==> src/hw/rtl/b64d_pkg.sv <==
// Shared types, codes and helper functions for the base64 stream decoder.
// Used by every module of the decoder; depends on nothing else.

package b64d_pkg;

    localparam int QUEUE_DEPTH = 4;

    localparam logic [1:0] STATUS_DATA     = 2'd0;
    localparam logic [1:0] STATUS_BAD_CHAR = 2'd1;
    localparam logic [1:0] STATUS_BAD_LEN  = 2'd2;

    localparam logic [6:0] BAD_SEXTET = 7'h40;
    localparam logic [6:0] BAD_MASK   = 7'h40;
    localparam logic [7:0] PAD_CHAR   = 8'h3D;

    localparam logic [2:0] REG_ALLOW_UNPADDED_TAIL = 3'd0;

    typedef struct packed {
        logic [7:0] char_in;
        logic       message_last;
    } in_word_t;

    typedef struct packed {
        logic [7:0] out_byte;
        logic [1:0] status;
        logic       group_last;
        logic       message_end;
    } out_word_t;

    // One queued job: up to three results that a single input word causes.
    typedef struct packed {
        logic [2:0][7:0] bytes;
        logic [1:0]      count;
        logic [1:0]      status;
        logic            msg_end;
    } job_t;

    // Maps a character to its 6-bit value; bit 6 set marks a non-alphabet code.
    function automatic logic [6:0] sextet_of(input logic [7:0] c);
        logic [6:0] v;
        v = BAD_SEXTET;
        if (c >= 8'h41 && c <= 8'h5A) v = 7'(c - 8'h41);
        else if (c >= 8'h61 && c <= 8'h7A) v = 7'(c - 8'h61 + 8'd26);
        else if (c >= 8'h30 && c <= 8'h39) v = 7'(c - 8'h30 + 8'd52);
        else if (c == 8'h2B) v = 7'd62;
        else if (c == 8'h2F) v = 7'd63;
        return v;
    endfunction

    // Bytes produced by an unpadded tail holding the given number of characters.
    function automatic logic [1:0] tail_bytes(input logic [1:0] held);
        logic [1:0] n;
        unique case (held)
            2'd0: n = 2'd0;
            2'd1: n = 2'd0;
            2'd2: n = 2'd1;
            2'd3: n = 2'd2;
            default: n = 2'd0;
        endcase
        return n;
    endfunction

endpackage

==> src/hw/rtl/b64d_front.sv <==
// Front end of the base64 decoder: classifies each character, keeps the group
// state and turns each word into at most one job. Depends on b64d_pkg.

module b64d_front
(
    input  logic              clk,
    input  logic              rst_n,
    input  logic              accept,
    input  b64d_pkg::in_word_t word,
    input  logic              allow_tail,
    output logic              push,
    output b64d_pkg::job_t    job
);

    logic [5:0] s0_reg, s1_reg, s2_reg;
    logic [5:0] s0_next, s1_next, s2_next;
    logic [1:0] gc_reg, gc_next;
    logic       pad_reg, pad_next;
    logic       err_reg, err_next;

    logic [6:0] sext;
    logic       is_pad, bad, last;
    logic       fail, emit;
    logic [1:0] fail_status, emit_n;
    logic [5:0] e0, e1, e2, e3;

    assign sext   = b64d_pkg::sextet_of(word.char_in);
    assign bad    = |(sext & b64d_pkg::BAD_MASK);
    assign is_pad = (word.char_in == b64d_pkg::PAD_CHAR);
    assign last   = word.message_last;

    // The incoming value takes the place of the stored one at the current position.
    always_comb
    begin
        e0 = (!is_pad && gc_reg == 2'd0) ? sext[5:0] : s0_reg;
        e1 = (!is_pad && gc_reg == 2'd1) ? sext[5:0] : s1_reg;
        e2 = (!is_pad && gc_reg == 2'd2) ? sext[5:0] : s2_reg;
        e3 = (!is_pad && gc_reg == 2'd3) ? sext[5:0] : 6'd0;
    end

    always_comb
    begin
        fail        = 1'b0;
        fail_status = b64d_pkg::STATUS_BAD_CHAR;
        emit        = 1'b0;
        emit_n      = 2'd0;
        s0_next     = s0_reg;
        s1_next     = s1_reg;
        s2_next     = s2_reg;
        gc_next     = gc_reg;
        pad_next    = pad_reg;
        err_next    = err_reg;

        if (accept)
        begin
            if (err_reg)
            begin
                if (last)
                begin
                    gc_next  = 2'd0;
                    pad_next = 1'b0;
                    err_next = 1'b0;
                end
            end
            else if (is_pad)
            begin
                unique case (gc_reg) inside
                    2'd0, 2'd1: fail = 1'b1;
                    2'd2:
                    begin
                        if (last)
                        begin
                            fail        = 1'b1;
                            fail_status = b64d_pkg::STATUS_BAD_LEN;
                        end
                        else
                        begin
                            pad_next = 1'b1;
                            gc_next  = 2'd3;
                        end
                    end
                    2'd3:
                    begin
                        if (!last)
                        begin
                            fail = 1'b1;
                        end
                        else
                        begin
                            emit   = 1'b1;
                            emit_n = pad_reg ? 2'd1 : 2'd2;
                        end
                    end
                    default: fail = 1'b1;
                endcase
            end
            else if (bad || pad_reg)
            begin
                fail = 1'b1;
            end
            else if (gc_reg == 2'd3)
            begin
                emit   = 1'b1;
                emit_n = 2'd3;
            end
            else
            begin
                s0_next = e0;
                s1_next = e1;
                s2_next = e2;
                gc_next = gc_reg + 2'd1;
                if (last)
                begin
                    if (gc_reg == 2'd0 || !allow_tail)
                    begin
                        fail        = 1'b1;
                        fail_status = b64d_pkg::STATUS_BAD_LEN;
                    end
                    else
                    begin
                        emit   = 1'b1;
                        emit_n = b64d_pkg::tail_bytes(gc_reg + 2'd1);
                    end
                end
            end

            if (fail)
            begin
                if (last)
                begin
                    gc_next  = 2'd0;
                    pad_next = 1'b0;
                    err_next = 1'b0;
                end
                else
                begin
                    err_next = 1'b1;
                end
            end
            if (emit)
            begin
                gc_next  = 2'd0;
                pad_next = 1'b0;
            end
        end
    end

    always_comb
    begin
        push    = fail || emit;
        job.msg_end = fail || last;
        if (fail)
        begin
            job.bytes  = '0;
            job.count  = 2'd1;
            job.status = fail_status;
        end
        else
        begin
            job.bytes[0] = {e0, e1[5:4]};
            job.bytes[1] = {e1[3:0], e2[5:2]};
            job.bytes[2] = {e2[1:0], e3};
            job.count    = emit_n;
            job.status   = b64d_pkg::STATUS_DATA;
        end
    end

    always_ff @(posedge clk or negedge rst_n)
    begin
        if (!rst_n)
        begin
            gc_reg  <= 2'd0;
            pad_reg <= 1'b0;
            err_reg <= 1'b0;
        end
        else
        begin
            gc_reg  <= gc_next;
            pad_reg <= pad_next;
            err_reg <= err_next;
        end
    end

    always_ff @(posedge clk)
    begin
        s0_reg <= s0_next;
        s1_reg <= s1_next;
        s2_reg <= s2_next;
    end

    // Once an error is latched, the rest of the message produces nothing.
    a_no_job_after_error: assert property (@(posedge clk) disable iff (!rst_n)
        err_reg |-> !push)
        else $error("job issued while error latched");

    // A pad in the third position always leaves the group at three characters.
    a_pad_count: assert property (@(posedge clk) disable iff (!rst_n)
        pad_reg |-> gc_reg == 2'd3)
        else $error("pad flag set with wrong group count");

    // Every data job carries at least one byte.
    a_job_count: assert property (@(posedge clk) disable iff (!rst_n)
        push |-> job.count != 2'd0)
        else $error("empty job pushed");

endmodule

==> src/hw/rtl/b64d_queue.sv <==
// Short job queue between the decoder front end and the result sequencer.
// Depends on b64d_pkg for the job type.

module b64d_queue
#(
    parameter int DEPTH = b64d_pkg::QUEUE_DEPTH
)
(
    input  logic           clk,
    input  logic           rst_n,
    input  logic           push,
    input  b64d_pkg::job_t push_job,
    output logic           full,
    input  logic           pop,
    output logic           head_valid,
    output b64d_pkg::job_t head_job
);

    localparam int PW = (DEPTH > 1) ? $clog2(DEPTH) : 1;
    localparam int CW = $clog2(DEPTH + 1);

    b64d_pkg::job_t slot_reg [DEPTH];
    logic [PW-1:0]  wr_reg, wr_next;
    logic [PW-1:0]  rd_reg, rd_next;
    logic [CW-1:0]  count_reg, count_next;
    logic           do_push, do_pop;

    assign full       = (count_reg == CW'(DEPTH));
    assign head_valid = (count_reg != '0);
    assign head_job   = slot_reg[rd_reg];
    assign do_push    = push && !full;
    assign do_pop     = pop && head_valid;

    always_comb
    begin
        wr_next    = wr_reg;
        rd_next    = rd_reg;
        count_next = count_reg;
        if (do_push)
        begin
            wr_next = (wr_reg == PW'(DEPTH - 1)) ? '0 : wr_reg + 1'b1;
        end
        if (do_pop)
        begin
            rd_next = (rd_reg == PW'(DEPTH - 1)) ? '0 : rd_reg + 1'b1;
        end
        if (do_push && !do_pop)
        begin
            count_next = count_reg + 1'b1;
        end
        else if (do_pop && !do_push)
        begin
            count_next = count_reg - 1'b1;
        end
    end

    always_ff @(posedge clk or negedge rst_n)
    begin
        if (!rst_n)
        begin
            wr_reg    <= '0;
            rd_reg    <= '0;
            count_reg <= '0;
        end
        else
        begin
            wr_reg    <= wr_next;
            rd_reg    <= rd_next;
            count_reg <= count_next;
        end
    end

    always_ff @(posedge clk)
    begin
        if (do_push)
        begin
            slot_reg[wr_reg] <= push_job;
        end
    end

    a_count_range: assert property (@(posedge clk) disable iff (!rst_n)
        count_reg <= CW'(DEPTH))
        else $error("queue count out of range");

    // The front end is held off whenever the queue is full, so no job is lost.
    a_no_overflow: assert property (@(posedge clk) disable iff (!rst_n)
        push |-> !full)
        else $error("push into full queue");

    a_ptr_gap: assert property (@(posedge clk) disable iff (!rst_n)
        (count_reg == '0) |-> (wr_reg == rd_reg))
        else $error("empty queue with pointers apart");

endmodule

==> src/hw/rtl/b64d_back.sv <==
// Result sequencer of the base64 decoder: steps through the bytes of the job
// at the queue head into an output register. Depends on b64d_pkg.

module b64d_back
(
    input  logic               clk,
    input  logic               rst_n,
    input  logic               head_valid,
    input  b64d_pkg::job_t     head_job,
    output logic               pop,
    output logic               out_valid,
    input  logic               out_stall,
    output b64d_pkg::out_word_t out_word
);

    logic                valid_reg, valid_next;
    b64d_pkg::out_word_t word_reg, word_next;
    logic [1:0]          idx_reg, idx_next;
    logic                load, job_done;
    logic [7:0]          sel_byte;

    assign load     = head_valid && (!valid_reg || !out_stall);
    assign job_done = (idx_reg == head_job.count - 2'd1);
    assign pop      = load && job_done;

    always_comb
    begin
        case (idx_reg)
            2'd0:    sel_byte = head_job.bytes[0];
            2'd1:    sel_byte = head_job.bytes[1];
            2'd2:    sel_byte = head_job.bytes[2];
            default: sel_byte = 8'd0;
        endcase
    end

    always_comb
    begin
        valid_next = valid_reg;
        word_next  = word_reg;
        idx_next   = idx_reg;
        if (load)
        begin
            valid_next            = 1'b1;
            word_next.out_byte    = sel_byte;
            word_next.status      = head_job.status;
            word_next.group_last  = job_done;
            word_next.message_end = job_done && head_job.msg_end;
            idx_next              = job_done ? 2'd0 : idx_reg + 2'd1;
        end
        else if (valid_reg && !out_stall)
        begin
            valid_next = 1'b0;
        end
    end

    always_ff @(posedge clk or negedge rst_n)
    begin
        if (!rst_n)
        begin
            valid_reg <= 1'b0;
            idx_reg   <= 2'd0;
        end
        else
        begin
            valid_reg <= valid_next;
            idx_reg   <= idx_next;
        end
    end

    always_ff @(posedge clk)
    begin
        word_reg <= word_next;
    end

    assign out_valid = valid_reg;
    assign out_word  = word_reg;

    a_idx_range: assert property (@(posedge clk) disable iff (!rst_n)
        idx_reg != 2'd3)
        else $error("result index out of range");

    // An error result is always the final result of its message and carries a zero byte.
    a_error_ends: assert property (@(posedge clk) disable iff (!rst_n)
        (valid_reg && word_reg.status != b64d_pkg::STATUS_DATA)
            |-> (word_reg.group_last && word_reg.message_end && word_reg.out_byte == 8'd0))
        else $error("error result without end flags");

    a_msg_end_group: assert property (@(posedge clk) disable iff (!rst_n)
        (valid_reg && word_reg.message_end) |-> word_reg.group_last)
        else $error("message end inside a group");

endmodule

==> src/hw/rtl/base64_stream_decoder_unit.sv <==
// Base64 stream decoder: one character word in per cycle while in_stall is low,
// one byte word out per cycle while out_stall is low. The first result of a word
// passes through the job queue and then the output register before it is presented.
// The single output register sets the output rate; the queue absorbs three-byte bursts.
// Reset (rst_n low, asynchronous) empties the queue and output register, clears the
// group state and sets allow_unpadded_tail to 0; no clearing pass follows.

module base64_stream_decoder_unit
#(
    parameter int QUEUE_DEPTH = b64d_pkg::QUEUE_DEPTH
)
(
    input  logic                clk,
    input  logic                rst_n,
    input  logic                in_valid,
    output logic                in_stall,
    input  b64d_pkg::in_word_t  in_word,
    output logic                out_valid,
    input  logic                out_stall,
    output b64d_pkg::out_word_t out_word,
    input  logic                psel,
    input  logic                penable,
    input  logic                pwrite,
    input  logic [2:0]          paddr,
    input  logic [31:0]         pwdata,
    output logic [31:0]         prdata,
    output logic                pready
);

    logic           allow_reg;
    logic           q_full, q_push, q_pop, q_head_valid;
    logic           in_accept;
    b64d_pkg::job_t q_push_job, q_head_job;
    logic           reg_hit;

    assign pready    = 1'b1;
    assign reg_hit   = ({paddr[2], 2'b00} == b64d_pkg::REG_ALLOW_UNPADDED_TAIL);
    assign prdata    = {31'd0, reg_hit & allow_reg};
    assign in_stall  = q_full;
    assign in_accept = in_valid && !in_stall;

    always_ff @(posedge clk or negedge rst_n)
    begin
        if (!rst_n)
        begin
            allow_reg <= 1'b0;
        end
        else if (psel && penable && pwrite && pready && reg_hit)
        begin
            allow_reg <= pwdata[0];
        end
    end

    b64d_front u_front
    (
        .clk        (clk),
        .rst_n      (rst_n),
        .accept     (in_accept),
        .word       (in_word),
        .allow_tail (allow_reg),
        .push       (q_push),
        .job        (q_push_job)
    );

    b64d_queue #(.DEPTH(QUEUE_DEPTH)) u_queue
    (
        .clk        (clk),
        .rst_n      (rst_n),
        .push       (q_push),
        .push_job   (q_push_job),
        .full       (q_full),
        .pop        (q_pop),
        .head_valid (q_head_valid),
        .head_job   (q_head_job)
    );

    b64d_back u_back
    (
        .clk        (clk),
        .rst_n      (rst_n),
        .head_valid (q_head_valid),
        .head_job   (q_head_job),
        .pop        (q_pop),
        .out_valid  (out_valid),
        .out_stall  (out_stall),
        .out_word   (out_word)
    );

endmodule
==> config.mk <==
export PLATFORM = sky130hd
export DESIGN_NAME = base64_stream_decoder_unit
export DESIGN_NICKNAME = d
export VERILOG_FILES = /design/src/hw/rtl/b64d_pkg.sv /design/src/hw/rtl/b64d_front.sv /design/src/hw/rtl/b64d_queue.sv /design/src/hw/rtl/b64d_back.sv /design/src/hw/rtl/base64_stream_decoder_unit.sv
export SDC_FILE = /design/constraint.sdc
export NUM_CORES = 1
export LEC_CHECK = 0
export BUFFER_PORTS_ARGS = -buffer_cell sky130_fd_sc_hd__clkbuf_2
export CORE_ASPECT_RATIO = 1.4
export CORE_MARGIN = 2
export CORE_UTILIZATION = 25
export DETAILED_ROUTE_END_ITERATION = 16
export GPL_TIMING_DRIVEN = 0
export PLACE_DENSITY = 0.38
export SYNTH_ARGS = -nofsm -noshare
export SYNTH_HDL_FRONTEND = slang
export SYNTH_HIERARCHICAL = 1
export SYNTH_SLANG_ARGS = --single-unit
==> constraint.sdc <==
create_clock -name clk -period 3.7 [get_ports clk]
set_clock_uncertainty 0.1 [all_clocks]
set_input_delay 0.185 -clock clk [delete_from_list [all_inputs] [get_ports clk]]
set_output_delay 0.185 -clock clk [all_outputs]
set_load 0.03 [all_outputs]
==> flow_summary.html <==
<table>
<tr><th>Metric</th><th>Value</th></tr>
<tr><th colspan="2">Placed design</th></tr>
<tr><td>DPL Wire Length</td><td>about 12,000 um</td></tr>
<tr><td>Number of input and output port buffers inserted</td><td>32</td></tr>
<tr><td>RePlAce Congestion</td><td>between 0.7 and 0.8</td></tr>
<tr><td>Worst slack at placement</td><td>-913 ps</td></tr>
<tr><th colspan="2">Pwr</th></tr>
<tr><td>Sequential Power Share</td><td>around two fifths</td></tr>
<tr><td>Net switching share of the total power</td><td>32.5%</td></tr>
<tr><td>Share of total power in combinational logic</td><td>31.7%</td></tr>
<tr><td>Leakage power figure</td><td>0.00325 uW</td></tr>
<tr><td>Worst IR drop on VDD</td><td>0.268 mV</td></tr>
<tr><td>Switching Power</td><td>1980 uW</td></tr>
<tr><td>Clk network pwr share</td><td>26.9%</td></tr>
<tr><td>Internal portion of total power</td><td>around 4100 uW</td></tr>
<tr><td>Ratio of total power to cell area</td><td>673 nW/um2</td></tr>
<tr><th colspan="2">Routing</th></tr>
<tr><td>Number of nets with antenna violations after routing</td><td>0</td></tr>
<tr><td>Residual DRC count</td><td>0</td></tr>
<tr><td>Ratio of routed vias to standard cells</td><td>roughly 4.4</td></tr>
<tr><td>DR vias</td><td>4,350</td></tr>
<tr><td>Final routed wirelength across all metal layers</td><td>17,200 um</td></tr>
<tr><td>First-pass iteration count of the detailed router</td><td>4</td></tr>
<tr><td>Routed WL per cell</td><td>about 17 um</td></tr>
<tr><td>First DRT Iteration DRCs</td><td>286</td></tr>
<tr><th colspan="2">CTS</th></tr>
<tr><td>Clk sink count</td><td>roughly 160</td></tr>
<tr><td>Number of levels the H-tree was split into</td><td>4</td></tr>
<tr><td>Clock edge transition at the registers on the reported setup and hold paths</td><td>60 ps</td></tr>
<tr><td>Clock tree from TritonCTS</td><td>done</td></tr>
<tr><td>Largest buffer count on any clock path</td><td>2</td></tr>
<tr><td>Inserted Clock Buffers</td><td>17</td></tr>
<tr><td>Clock latency of the later-clocked register in the worst-skew pair</td><td>430 ps</td></tr>
<tr><td>CTS root buf</td><td>sky130_fd_sc_hd__clkbuf_16</td></tr>
<tr><th colspan="2">Worst hold path</th></tr>
<tr><td>WHS Endpoint</td><td>u_front/err_reg</td></tr>
<tr><td>Startpoint of the most critical hold path</td><td>in_valid</td></tr>
<tr><td>Number of cells on the worst hold path</td><td>3</td></tr>
<tr><td>Min-Delay Path Class</td><td>primary input to register</td></tr>
<tr><th colspan="2">Synth</th></tr>
<tr><td>Summed instance area of the synthesized netlist</td><td>7640 um2</td></tr>
<tr><td>Number of library cell types mapped by synthesis</td><td>76</td></tr>
<tr><td>Syn Inst Count</td><td>500</td></tr>
<tr><td>Ys async rst share</td><td>9.32%</td></tr>
<tr><td>Count of flip-flops with a built-in enable after synthesis</td><td>146</td></tr>
<tr><td>Cell types with the largest area share after synthesis</td><td>sky130_fd_sc_hd__edfxtp_1 57%, sky130_fd_sc_hd__mux4_2 8.6%, sky130_fd_sc_hd__dfrtp_1 4.9%, sky130_fd_sc_hd__buf_4 3.1%, sky130_fd_sc_hd__ha_1 2.9%</td></tr>
<tr><td>Sequential element share of the synthesized area</td><td>between 60% and 70%</td></tr>
<tr><td>Number of synthesis warnings</td><td>6</td></tr>
<tr><td>Cell accounting for the most synthesized area</td><td>sky130_fd_sc_hd__edfxtp_1</td></tr>
<tr><td>Syn Area/Cell</td><td>15.3 um2</td></tr>
<tr><td>Synth Register Bits</td><td>roughly 160</td></tr>
<tr><td>Top flip-flop cell by instance count after synthesis</td><td>sky130_fd_sc_hd__edfxtp_1</td></tr>
<tr><td>Area share of the largest cell type after synthesis</td><td>57.4%</td></tr>
<tr><th colspan="2">Global routing</th></tr>
<tr><td>Met1 capacity usage during global routing</td><td>12.7%</td></tr>
<tr><td>GR met2 Demand/Resource</td><td>20.4%</td></tr>
<tr><td>Met3 usage in global routing</td><td>2.55%</td></tr>
<tr><td>Initial antenna violation count</td><td>0</td></tr>
<tr><td>Largest net degree at the start of global routing</td><td>30</td></tr>
<tr><td>Most Used Layer, Global Route</td><td>met2</td></tr>
<tr><td>Wire length of the first global-routing pass</td><td>26,000 um</td></tr>
<tr><td>Global-route usage over all layers</td><td>11.2%</td></tr>
<tr><td>Vias in the first global route</td><td>4,485</td></tr>
<tr><td>Residual overflow from global routing</td><td>0</td></tr>
<tr><th colspan="2">Floorplan</th></tr>
<tr><td>Num ports</td><td>98</td></tr>
<tr><td>Vertical extent of the die</td><td>211 um</td></tr>
<tr><td>Die width</td><td>approximately 150 um</td></tr>
<tr><td>Count of standard-cell rows</td><td>75</td></tr>
<tr><td>Area inside the core boundary</td><td>30,000 um2</td></tr>
<tr><td>Initial standard-cell utilization of the core</td><td>about 25%</td></tr>
<tr><td>Area of the die</td><td>32,000 um2</td></tr>
<tr><th colspan="2">Flow run</th></tr>
<tr><td>Reported max-cap violation count</td><td>0</td></tr>
<tr><th colspan="2">Timing</th></tr>
<tr><td>Final worst path period need</td><td>3460 ps</td></tr>
<tr><td>Final number of hold-violating endpoints</td><td>0</td></tr>
<tr><td>Fraction of the cycle the final worst path needs</td><td>between 90% and 100%</td></tr>
<tr><td>Worst setup margin</td><td>240 ps</td></tr>
<tr><td>Max transition margin</td><td>between 20% and 30%</td></tr>
<tr><td>Achievable clock frequency</td><td>0.289 GHz</td></tr>
<tr><td>Max Transition Viols Final</td><td>0</td></tr>
<tr><td>Worst hold margin</td><td>95.2 ps</td></tr>
<tr><td>Slew at the pin closest to its max-slew limit</td><td>1120 ps</td></tr>
<tr><td>Final setup violation count</td><td>0</td></tr>
<tr><td>RSZ-0062 raised after global routing</td><td>no</td></tr>
<tr><th colspan="2">Finish</th></tr>
<tr><td># diodes</td><td>0</td></tr>
<tr><td>Most common cell after layout, fill and taps aside</td><td>sky130_fd_sc_hd__edfxtp_1</td></tr>
<tr><td>Max FFs per register</td><td>116</td></tr>
<tr><td>Layout cells sized above 1</td><td>between 20% and 30%</td></tr>
<tr><td>Number of nets in the final layout</td><td>656</td></tr>
<tr><td>Layout Area Growth over Synthesis</td><td>18.2%</td></tr>
<tr><td>Commonest cells after routing, fill and taps aside</td><td>146 x sky130_fd_sc_hd__edfxtp_1, 34 x sky130_fd_sc_hd__buf_4, 33 x sky130_fd_sc_hd__clkbuf_2</td></tr>
<tr><th colspan="2">Critical path</th></tr>
<tr><td>Worst setup path start</td><td>u_queue/rd_reg[0]</td></tr>
<tr><td>Critical path required time</td><td>between 3000 and 4000 ps</td></tr>
<tr><td>Number of cells on the worst reg-to-reg path</td><td>10</td></tr>
<tr><td>CP max FO</td><td>10</td></tr>
<tr><td>CP Class</td><td>register to register</td></tr>
<tr><td>Data arrival time of the critical path</td><td>~3700 ps</td></tr>
<tr><td>Element type at the critical path start</td><td>register</td></tr>
<tr><td>Start of the worst register-to-register path</td><td>u_queue/rd_reg[0]</td></tr>
<tr><td>Reg-to-Reg End</td><td>u_queue/count_reg[1]</td></tr>
<tr><td>Setup slack of the most critical reg-to-reg path</td><td>around 240 ps</td></tr>
<tr><td>Crit end category</td><td>register</td></tr>
<tr><th colspan="2">Status</th></tr>
<tr><td>Outcome</td><td>finished, final reports clean</td></tr>
</table>
-- synth_stat cells, drive strengths merged, types with 2 or more instances --
cell type,n
mux4,29
a21boi,2
mux2i,3
nand3,9
dfrtp,15
nor4bb,2
nand3b,2
mux2,15
buf,41
a21o,3
xnor2,5
a31oi,3
ha,18
a222oi,8
a211oi,5
o21ai,12
nor2,25
a21oi,18
conb,2
nor3b,3
or2,2
o211ai,2
xor2,4
and3,6
or3,2
a221oi,4
a41oi,2
clkbuf,11
nor2b,18
edfxtp,146
and2,11
inv,17
nand2b,7
nand2,17
nor3,5
o22ai,2
-- timing repair --
item,4_1_cts,5_1_grt
setup buffers,2,0
hold buffers,4,0
endpoints found under the hold margin,17,0
pin swaps,2,1
gates resized for setup,5,5
setup endpoints to repair,126,2
-- final cells by class --
| cell class | instances | area, um2 |
|---|---|---|
| timing repair buffer | 38 | 215 |
| inverter | 17 | 63.8 |
| fill | 3034 | 21000 |
| clock inverter | 14 | 119 |
| multi-input combinational | 300 | 2600 |
| clock buffer | 18 | 429 |
| buffer | 51 | 354 |
| sequential | 161 | 4760 |
| tap | 385 | 482 |
-- critical path: stages (launching register included) --
cell and delay, ps:
sky130_fd_sc_hd__dfrtp_1 500, sky130_fd_sc_hd__buf_6 230, sky130_fd_sc_hd__mux4_2 570, sky130_fd_sc_hd__xor2_1 230, sky130_fd_sc_hd__mux2i_1 440, sky130_fd_sc_hd__and2_1 240, sky130_fd_sc_hd__nand2_4 90, sky130_fd_sc_hd__ha_1 210
sky130_fd_sc_hd__inv_1 70, sky130_fd_sc_hd__fa_1 400, sky130_fd_sc_hd__mux2_2 270
-- cells by family after synthesis --
kind of cell	after synthesis	synth area share, %
flops	161	62.3
simple gates	116	9.14
compound gates	76	7.19
buf+inv	69	5.51
mux	47	11.4
fa+ha+maj	20	3.34
xor+xnor	9	1.03
other cells	2	0.0983
-- through the flow --
| stage | area [um2] | instances | setup TNS, ps | utilization (%) | power (uW) |
|---|---|---|---|---|---|
| finish | 9020 | 984 | 0 | 30.1 | 6080 |
| CTS | 9000 | 985 | 0 | 30.0 | 6190 |
| global placement | 8390 | 947 | -133500 | 27.9 | 4490 |
| detailed placement | 8390 | 947 | -130690 | 27.9 | 4530 |
| floorplan | 7750 | 530 | 0 | - | 3950 |
| global route | 9020 | 984 | 0 | 30.1 | 6410 |
-- power groups by stage --
| stage | Sequential, uW | Clock, uW | Combinational (uW) |
|---|---|---|---|
| 5_1_grt | 2550 | 1760 | 2100 |
| 3_3_place_gp | 2550 | 0 | 1950 |
| 3_5_place_dp | 2570 | 0 | 1960 |
| 6_report | 2520 | 1640 | 1920 |
| 2_1_floorplan | 2670 | 0 | 1280 |
| 4_1_cts | 2530 | 1680 | 1980 |
-- routing by layer --
metal	up-vias	wire [um]
met5	-	0
met1	2192	7080
met4	0	248
met3	13	609
met2	104	9270
li1	2041	-
-- worst max path at each step --
stage	end	slack, ps	cells after the start
2_1_floorplan	u_queue/count_reg[2]	130	17
3_3_place_gp	u_queue/slot_reg[1][10]	-950	13
3_5_place_dp	u_queue/slot_reg[1][10]	-910	13
4_1_cts	u_queue/count_reg[1]	70	16
5_1_grt	u_queue/count_reg[1]	40	10
6_report	u_queue/count_reg[1]	240	10
Power figures use the tool's default switching activity.
